## config.mk

```make
export PLATFORM = sky130hd
export DESIGN_NAME = arpc_utf8
export DESIGN_NICKNAME = d
export VERILOG_FILES = /design/src/hdl/arpc_pkg.sv /design/src/hdl/arpc_utf8.sv
export SDC_FILE = /design/constraint.sdc
export NUM_CORES = 1
export LEC_CHECK = 0
export ABC_AREA = 1
export BUFFER_PORTS_ARGS = -buffer_cell sky130_fd_sc_hd__buf_2
export CAP_MARGIN = 20
export CORE_MARGIN = 4
export CORE_UTILIZATION = 46
export DETAILED_ROUTE_END_ITERATION = 12
export GPL_ROUTABILITY_DRIVEN = 0
export PLACE_DENSITY = 0.91
export SETUP_SLACK_MARGIN = 0.1
export SYNTH_ARGS = -nofsm -noshare
export SYNTH_HDL_FRONTEND = slang
export SYNTH_SLANG_ARGS = --single-unit
export TNS_END_PERCENT = 10
```

## constraint.sdc

```tcl
create_clock -name vclk -period 3.5
set_clock_uncertainty 0.05 [all_clocks]
set_input_delay 0.35 -clock vclk [all_inputs]
set_output_delay 0.35 -clock vclk [all_outputs]
set_load 0.05 [all_outputs]
```

## src/hdl/arpc_pkg.sv

```systemverilog
package arpc_pkg;

    typedef enum logic [3:0] {
        PH_VERSION  = 4'd0,
        PH_ID       = 4'd1,
        PH_SALT     = 4'd2,
        PH_SYMLEN   = 4'd3,
        PH_SYMBOL   = 4'd4,
        PH_NAMELEN  = 4'd5,
        PH_NAME     = 4'd6,
        PH_DECIMALS = 4'd7,
        PH_CAP      = 4'd8,
        PH_ISSUER   = 4'd9,
        PH_CUSTLEN  = 4'd10,
        PH_CUSTODY  = 4'd11,
        PH_EXCESS   = 4'd12
    } t_phase;

    localparam int unsigned CFG_ADDR_W = 2;

    localparam logic [CFG_ADDR_W-1:0] CFG_SYMBOL_LIMIT  = 2'd0;
    localparam logic [CFG_ADDR_W-1:0] CFG_NAME_LIMIT    = 2'd1;
    localparam logic [CFG_ADDR_W-1:0] CFG_CUSTODY_LIMIT = 2'd2;

    localparam logic [7:0] LIMIT_RESET     = 8'd255;
    localparam logic [7:0] VERSION_LAST    = 8'd1;
    localparam logic [7:0] HASH_LAST       = 8'd31;
    localparam logic [7:0] CAP_LAST        = 8'd15;
    localparam logic [7:0] DECIMALS_MAX    = 8'd38;
    localparam logic [7:0] ASCII_MAX       = 8'h7f;
    localparam logic [7:0] EXCESS_OFF_MAX  = 8'd254;
    localparam logic [7:0] ISSUER_SELF     = 8'd1;
    localparam logic [7:0] ISSUER_CUSTODY  = 8'd2;

    localparam logic [7:0] UTF8_LEAD2_MIN  = 8'hc2;
    localparam logic [7:0] UTF8_LEAD2_MAX  = 8'hdf;
    localparam logic [7:0] UTF8_LEAD3_MIN  = 8'he0;
    localparam logic [7:0] UTF8_LEAD3_MAX  = 8'hef;
    localparam logic [7:0] UTF8_LEAD4_MIN  = 8'hf0;
    localparam logic [7:0] UTF8_LEAD4_MAX  = 8'hf4;

    localparam logic [20:0] UTF8_MIN_2     = 21'h80;
    localparam logic [20:0] UTF8_MIN_3     = 21'h800;
    localparam logic [20:0] UTF8_MIN_4     = 21'h10000;
    localparam logic [20:0] UTF8_MAX       = 21'h10ffff;
    localparam logic [20:0] UTF8_SURR_LO   = 21'hd800;
    localparam logic [20:0] UTF8_SURR_HI   = 21'hdfff;

    typedef struct packed {
        logic [1:0]  pending;
        logic [20:0] code;
        logic [1:0]  min_class;
    } t_utf8_state;

    typedef struct packed {
        t_utf8_state state;
        logic        err;
    } t_utf8_result;

endpackage

```

## src/hdl/arpc_utf8.sv

```systemverilog
module arpc_utf8
    import arpc_pkg::*;
(
    input  t_utf8_state  i_state,
    input  logic [7:0]   i_byte,
    input  logic         i_name_end,
    output t_utf8_result o_result
);

    t_utf8_state n_state;
    logic        n_err;
    logic [20:0] n_code;
    logic [20:0] min_code;

    assign n_code = {i_state.code[14:0], i_byte[5:0]};

    always_comb begin
        unique case (i_state.min_class)
            2'd3:    min_code = UTF8_MIN_4;
            2'd2:    min_code = UTF8_MIN_3;
            default: min_code = UTF8_MIN_2;
        endcase
    end

    always_comb begin
        n_state = i_state;
        n_err   = 1'b0;
        if (i_state.pending == 2'd0) begin
            if (i_byte <= ASCII_MAX) begin
                n_state = i_state;
            end else if (i_byte >= UTF8_LEAD2_MIN && i_byte <= UTF8_LEAD2_MAX) begin
                n_state.code      = {16'd0, i_byte[4:0]};
                n_state.pending   = 2'd1;
                n_state.min_class = 2'd1;
            end else if (i_byte >= UTF8_LEAD3_MIN && i_byte <= UTF8_LEAD3_MAX) begin
                n_state.code      = {17'd0, i_byte[3:0]};
                n_state.pending   = 2'd2;
                n_state.min_class = 2'd2;
            end else if (i_byte >= UTF8_LEAD4_MIN && i_byte <= UTF8_LEAD4_MAX) begin
                n_state.code      = {18'd0, i_byte[2:0]};
                n_state.pending   = 2'd3;
                n_state.min_class = 2'd3;
            end else begin
                n_err = 1'b1;
            end
        end else if (i_byte[7:6] != 2'b10) begin
            n_err           = 1'b1;
            n_state.pending = 2'd0;
        end else begin
            n_state.code    = n_code;
            n_state.pending = i_state.pending - 2'd1;
            if (i_state.pending == 2'd1) begin
                if (n_code < min_code || n_code > UTF8_MAX
                    || (n_code >= UTF8_SURR_LO && n_code <= UTF8_SURR_HI)) begin
                    n_err = 1'b1;
                end
            end
        end
        // A sequence still open on the last name byte is cut off.
        if (i_name_end && n_state.pending != 2'd0) begin
            n_err           = 1'b1;
            n_state.pending = 2'd0;
        end
    end

    assign o_result.state = n_state;
    assign o_result.err   = n_err;

endmodule

```

Yosys cells after proc, flatten, opt, wreduce, memory -nomap -nowiden
Cells that the tools add are included.
Word-level totals
  flip-flop bits (word level): 0
  input bits: 34
  word-level logic and storage cells: 44
Cells by class
  add/subtract/negate cells: 1
  $lt $le $gt $ge: 11
  equality and inequality tests: 4
  multiplexer cells: 19
  reductions and logical operators: 9
Operators by type and width (number)
  $mux 25: 4
  $pmux 17 s2: 1
  $ge 8x8->1 const B: 3
  $le 8x8->1 const B: 3
  $mux 23: 1
  $ge 21x16->1 const B: 1
  $gt 21x21->1 const B: 1
  $le 21x16->1 const B: 1
  $lt 21x21->1: 1
  $mux 21: 1
  $mux 1: 9
  $le 8x7->1 const B: 1
  $mux 2: 3
  $logic_and 1x1->1: 5
  $eq 2x2->1 const B: 2
  $eq 2x1->1 const B: 1
  $logic_not 2->1: 1
  $logic_or 1x1->1: 2
  $ne 2x2->1 const B: 1
  $reduce_bool 2->1: 1
  $sub 2x1->2 const B: 1

Longest topological paths before layout
Gate-level depths: netlist (run 1).
  depth in word-level cells: 10
  depth in mapped cells: 15
  mapped depth without buffers: 14

Worst setup path before layout (run 1)
Ideal clock, no wire load.
  kind: input to output
  from: in i_state[24] (netlist bit)
  to: out o_result[4] (netlist bit)
  data arrival time: 2.238 ns
  data required time: 3.100 ns
  setup slack: 0.862 ns
  cell stages on the path: 8
  buffers on the path: 0
  cell sequence: inv_1 -> ha_1 -> inv_1 -> nand2_1 -> nand2_1 -> inv_2 -> nand2_2 -> o21ai_0
RTL lines
  start: declaration: line arpc_utf8.sv:4  | input t_utf8_state i_state,
  end: declaration: line arpc_utf8.sv:7  | output t_utf8_result o_result

==> results of run 1 <==
-- logic make-up after synthesis --
group	synth area share (%)
buffers and inverters	12.90
and+or+nand+nor	40.13
AOI/OAI and AO/OA	40.61
adders and majority gates	6.370
-- final timing paths --
check / from / to / slack, ns / cells past startpoint
worst max-delay path: i_state[23] / o_result[17] / 0.89 / 9
worst min-delay path: i_name_end / o_result[24] / 0.98 / 3
-- cells in the mapped netlist (all sizes together) --
cell	instances
or2	2
buf	4
nor2	22
a21boi	1
nor3	1
ha	4
nand2	34
o21ai	23
clkbuf	1
inv	18
nand4	1
a21oi	36
o22ai	1
nand3	11
or3	1
o32a	1
-- stage by stage --
step / area, um2 / util, % / total power (uW) / setup slack [ns]
2_1_floorplan: 785.8 / - / 164.2 / 0.8620
3_3_place_gp: 1072 / 68.78 / 222.7 / 1.100
3_5_place_dp: 1072 / 68.78 / 226.9 / 1.023
4_1_cts: 1072 / 68.78 / 227.4 / 1.017
5_1_grt: 1072 / 68.78 / 245.4 / 0.8025
6_report: 1072 / 68.78 / 229.8 / 0.8872
-- layer usage --
layer  GRT usage (%)  vias to the layer above  part of all wire (%)  wire length (um)
met1           28.44                      588                    39              1144
met2           38.39                       75                    51              1475
li1                -                      655                     -                 -
met5               0                        -                     0                 0
met3           1.835                        0                   9.9               287
met4           2.844                        0                     0                 0
-- power breakdown --
part           switching, uW  internal, uW  leakage (uW)
logic                    171          59.2      0.000608
registers                  0             0             0
clock network              0             0             0
-- final cells by class --
class / count / area [um2]
multi-input combinational: 138 / 684.4
fill: 151 / 486.7
timing repair buffer: 60 / 300.3
inverter: 18 / 67.56
tap: 16 / 20.02
==> flow_metrics.py, run 1 <==
metrics = {
    "drt": {
        "dr.first_iter.drc_count": 54,
        "wl_um": 2907,
        "vias": 1318,
        "avgViaCountPerCell": 5.681,
        "firstDrtPassIters": 4,
        "drcViolationCount": 0,
        "antenna_left": 0,
        "avgRoutedWirePerCell_um": 12.53,
    },
    "sta": {
        "maxSlewViolCount": 0,
        "grt_setup_unrepaired": "false",
        "setup_violations": 0,
        "fin_crit_sh_pct": 74.65,
        "max_slew.worst_pin.slew_ns": 0.5326,
        "min_period_ns": 2.613,
        "max_slew_margin_pct": 64.46,
        "whs_ns": 0.9845,
        "hold_viol": 0,
        "fin_tns_setup_ns": 0,
        "fmax_mhz": 382.7,
    },
    "die": {
        "dieHeight_um": 49.33,
        "core_mm2": 0.001559,
        "fp.dieArea_mm2": 0.002433,
        "ios": 60,
        "die_w_um": 49.33,
        "rows": 14,
        "start_util_pct": 50.40,
    },
    "cells_and_area": {
        "final_cell_mix": "buf_2 (60), a21oi_1 (36), nand2_1 (32)",
        "nNetsFinal": 256,
        "nClkBuffers": 0,
        "area.sequential_um2": 0,
        "final_common_cell": "buf_2",
        "syn_to_final_growth_pct": 36.47,
        "drive_above_1_share_pct": 32.41,
        "num_antenna_cells": 0,
        "seq_cells": 0,
        "final_cells": 232,
    },
    "yosys": {
        "yosysSeqAreaShare_pct": 0,
        "yosys_warnings": 0,
        "post_synth_num_cell_types": 23,
        "synth_top_area_share_pct": 22.93,
        "yosys-top-cells-area": "a21oi_1 (23%), nand2_1 (15%), o21ai_0 (15%)",
        "synthesis.nets": 199,
        "yosys.area.top_type": "a21oi_1",
        "syn_area_per_cell_um2": 4.880,
        "netlist_area_um2": 785.8,
        "synth_cells": 161,
    },
    "hold_path": {
        "hp-class": "primary input to output port",
    },
    "cts": {
        "cts_resized": 0,
        "holdBufCountCts": 0,
        "cts_setup_buffers": 0,
    },
    "setup_path": {
        "path_cells": "buf_2 -> inv_1 -> ha_1 -> inv_1 -> nand2_1 -> inv_2 -> a21oi_1 -> a21oi_1 -> buf_2",
        "cp_slowest_cell": "inv_1",
        "crit_fanout": 19,
        "arrival_ns": 2.21,
        "max_stage_delay_ns": 0.42,
        "worstSetupPathType": "primary input to output port",
        "worstSetupStartpointType": "primary input",
        "cp-end-kind": "output port",
        "critPathTopFamily": "buffers and inverters",
        "worstPathBufferInverterCount": 5,
        "cp.required_ns": 3.10,
    },
    "power_and_ir_drop": {
        "leakagePower_uw": 0.0006084,
        "power_density_mw_per_mm2": 214.3,
        "ir_drop_mv": 0.1247,
    },
    "grt": {
        "grt_pass1_wl_um": 4519,
        "grt_pass1_vias": 1069,
        "track_usage_pct": 21.58,
        "grt_overflow_total": 0,
        "antenna_found_initial": 0,
        "grt_max_degree": 20,
    },
    "placement": {
        "placed_cells": 232,
        "dpl.hpwl_um": 2338,
        "io_buffers": 60,
    },
    "job": {
        "cap_violations": 0,
    },
    "run_status": {
        "status": "finished, final reports clean",
    },
}
Power figures use the tool's default switching activity.
==> run 2: changes to the inputs <==
CORE_UTILIZATION = 38   (was 46)
PLACE_DENSITY = 0.8   (was 0.91)
clock period = 2.14 ns   (was 3.5 ns; I/O delays follow)
==> run 2 against run 1 <==
  * Wire length decreased by 5.0%
  * Die area increased by 17%
  * Largest cell class unchanged
  * Cell count increased by 5.6%
  * First-iteration DRC count decreased by 11%
  * Total power increased by 69%
  * Combinational power increased by 68%
==> flow_metrics.py, run 2 (synthesis results as in run 1) <==
metrics = {
    "sta": {
        "fin_crit_sh_pct": 90.00,
        "maxSlewViolCount": 0,
        "fmax_mhz": 519.2,
        "max_slew.worst_pin.slew_ns": 0.4073,
        "setup_violations": 0,
        "hold_viol": 0,
        "grt_setup_unrepaired": "true",
        "min_period_ns": 1.926,
        "max_slew_margin_pct": 72.82,
    },
    "drt": {
        "vias": 1267,
        "drcViolationCount": 0,
        "wl_um": 2761,
        "firstDrtPassIters": 4,
        "avgViaCountPerCell": 5.171,
        "dr.first_iter.drc_count": 48,
        "antenna_left": 0,
        "avgRoutedWirePerCell_um": 11.27,
    },
    "setup_path": {
        "path_cells": "buf_2 -> inv_1 -> ha_1 -> inv_1 -> nand2_1 -> nand2_1 -> inv_2 -> nand2_2 -> o21ai_0 -> buf_2",
        "arrival_ns": 1.66,
        "crit_fanout": 7,
        "cp_slowest_cell": "buf_2",
        "worstSetupPathType": "primary input to output port",
        "cp-end-kind": "output port",
        "worstSetupStartpointType": "primary input",
        "max_stage_delay_ns": 0.28,
        "cp.required_ns": 1.88,
    },
    "die": {
        "core_mm2": 0.001962,
        "rows": 16,
        "dieHeight_um": 53.47,
        "fp.dieArea_mm2": 0.002859,
        "start_util_pct": 40.05,
        "die_w_um": 53.47,
        "ios": 60,
    },
    "hold_path": {
        "min_path_cells": 3,
        "hp-class": "primary input to output port",
        "hold_end": "o_result[25]",
        "hold_path_startpoint": "i_name_end",
    },
    "grt": {
        "met1_usage_pct": 24.09,
        "antenna_found_initial": 0,
        "grt_max_degree": 17,
        "grt_pass1_wl_um": 4450,
        "grt_pass1_vias": 1124,
        "grt_use_met2_pct": 36.94,
        "use_met3_pct": 1.127,
        "track_usage_pct": 19.56,
        "grt_overflow_total": 0,
        "busiest_layer": "met2",
    },
    "power_and_ir_drop": {
        "ir_drop_mv": 0.2149,
        "power_density_mw_per_mm2": 337.3,
        "p_int_uw": 107.5,
        "power_uw": 387.4,
        "sw_frac_of_total_pct": 72.26,
        "seq_power_share_pct": 0,
        "comb_power_share_pct": 100.0,
        "leakagePower_uw": 0.0006262,
        "clkPwrFrac_pct": 0,
        "power_switching_uw": 279.9,
    },
    "placement": {
        "dpl.hpwl_um": 2238,
        "io_buffers": 60,
    },
    "cts": {
        "cts_setup_buffers": 0,
        "holdBufCountCts": 0,
    },
    "cells_and_area": {
        "nClkBuffers": 0,
        "drive_above_1_share_pct": 35.32,
        "seq_cells": 0,
        "num_antenna_cells": 0,
        "num-fill-cells": 245,
        "nNetsFinal": 258,
        "area.sequential_um2": 0,
        "final_common_cell": "buf_2",
        "syn_to_final_growth_pct": 46.18,
        "multi_input_area_um2": 716.9,
        "final_util_pct": 58.55,
        "final_cell_mix": "buf_2 (58), a21oi_1 (36), nand2_1 (31)",
    },
    "job": {
        "cap_violations": 0,
    },
    "run_status": {
        "status": "finished, final reports clean",
    },
}
==> run 2: cell types whose count changed in the layout (fill, tap and decap cells not counted), sizes merged <==
cell,change
buf,+2
==> run 2: stage by stage <==
step	area [um2]	cells	setup WS, ns	hold slack, ns	setup TNS [ns]
4_1_cts	1104	245	0.1136	0.7224	0
5_1_grt	1149	245	0.02478	0.7314	0
3_3_place_gp	1101	245	0.07375	0.7123	0
2_1_floorplan	785.8	161	-0.2260	0.5537	-0.8679
6_report	1149	245	0.2139	0.7200	0
3_5_place_dp	1101	245	0.05780	0.7224	0
==> run 2: worst max-delay path: cells and delay by family <==
family / cells / cell delay, ns
fa+ha+maj: 1 / 0.24
simple gates: 3 / 0.38
compound gates: 1 / 0.15
buf+inv: 5 / 0.67
==> run 2: layer usage <==
metal  vias up  share of wire [%]
met4         0                1.1
met2        46                 48
met3         4                7.0
li1        662                  -
met1       555                 44
met5         -                  0
==> run 2: power by group through the flow <==
| stage | combinational, uW | sequential (uW) | clock, uW |
|---|---|---|---|
| after floorplan | 269 | 0 | 0 |
| after global placement | 370 | 0 | 0 |
| after detailed placement | 373 | 0 | 0 |
| after CTS | 375 | 0 | 0 |
| after global routing | 417 | 0 | 0 |
| final | 387 | 0 | 0 |
==> run 2: timing repair <==
item / CTS / global route
endpoints found under the setup margin: 1 / 17
gates cloned: 0 / 0
pin swaps: 0 / 4
gates resized for setup: 1 / 13
==> run 2: area by class of cell <==
cell class	count	area share (%)
Timing Repair Buffer	62	28.54
Multi-Input combinational cell	138	62.42
Tap cell	27	2.941
Inverter	18	6.100
==> run 2: worst max-delay path by stage <==
| stage | startpoint | slack [ns] | endpoint | cells past startpoint |
|---|---|---|---|---|
| 3_5_place_dp | i_state[1] | 0.06 | o_result[0] | 15 |
| 4_1_cts | i_state[1] | 0.11 | o_result[0] | 15 |
| 2_1_floorplan | i_state[24] | -0.23 | o_result[4] | 8 |
| 5_1_grt | i_state[24] | 0.02 | o_result[6] | 10 |
| 3_3_place_gp | i_state[1] | 0.07 | o_result[0] | 15 |
| 6_report | i_state[24] | 0.21 | o_result[5] | 10 |
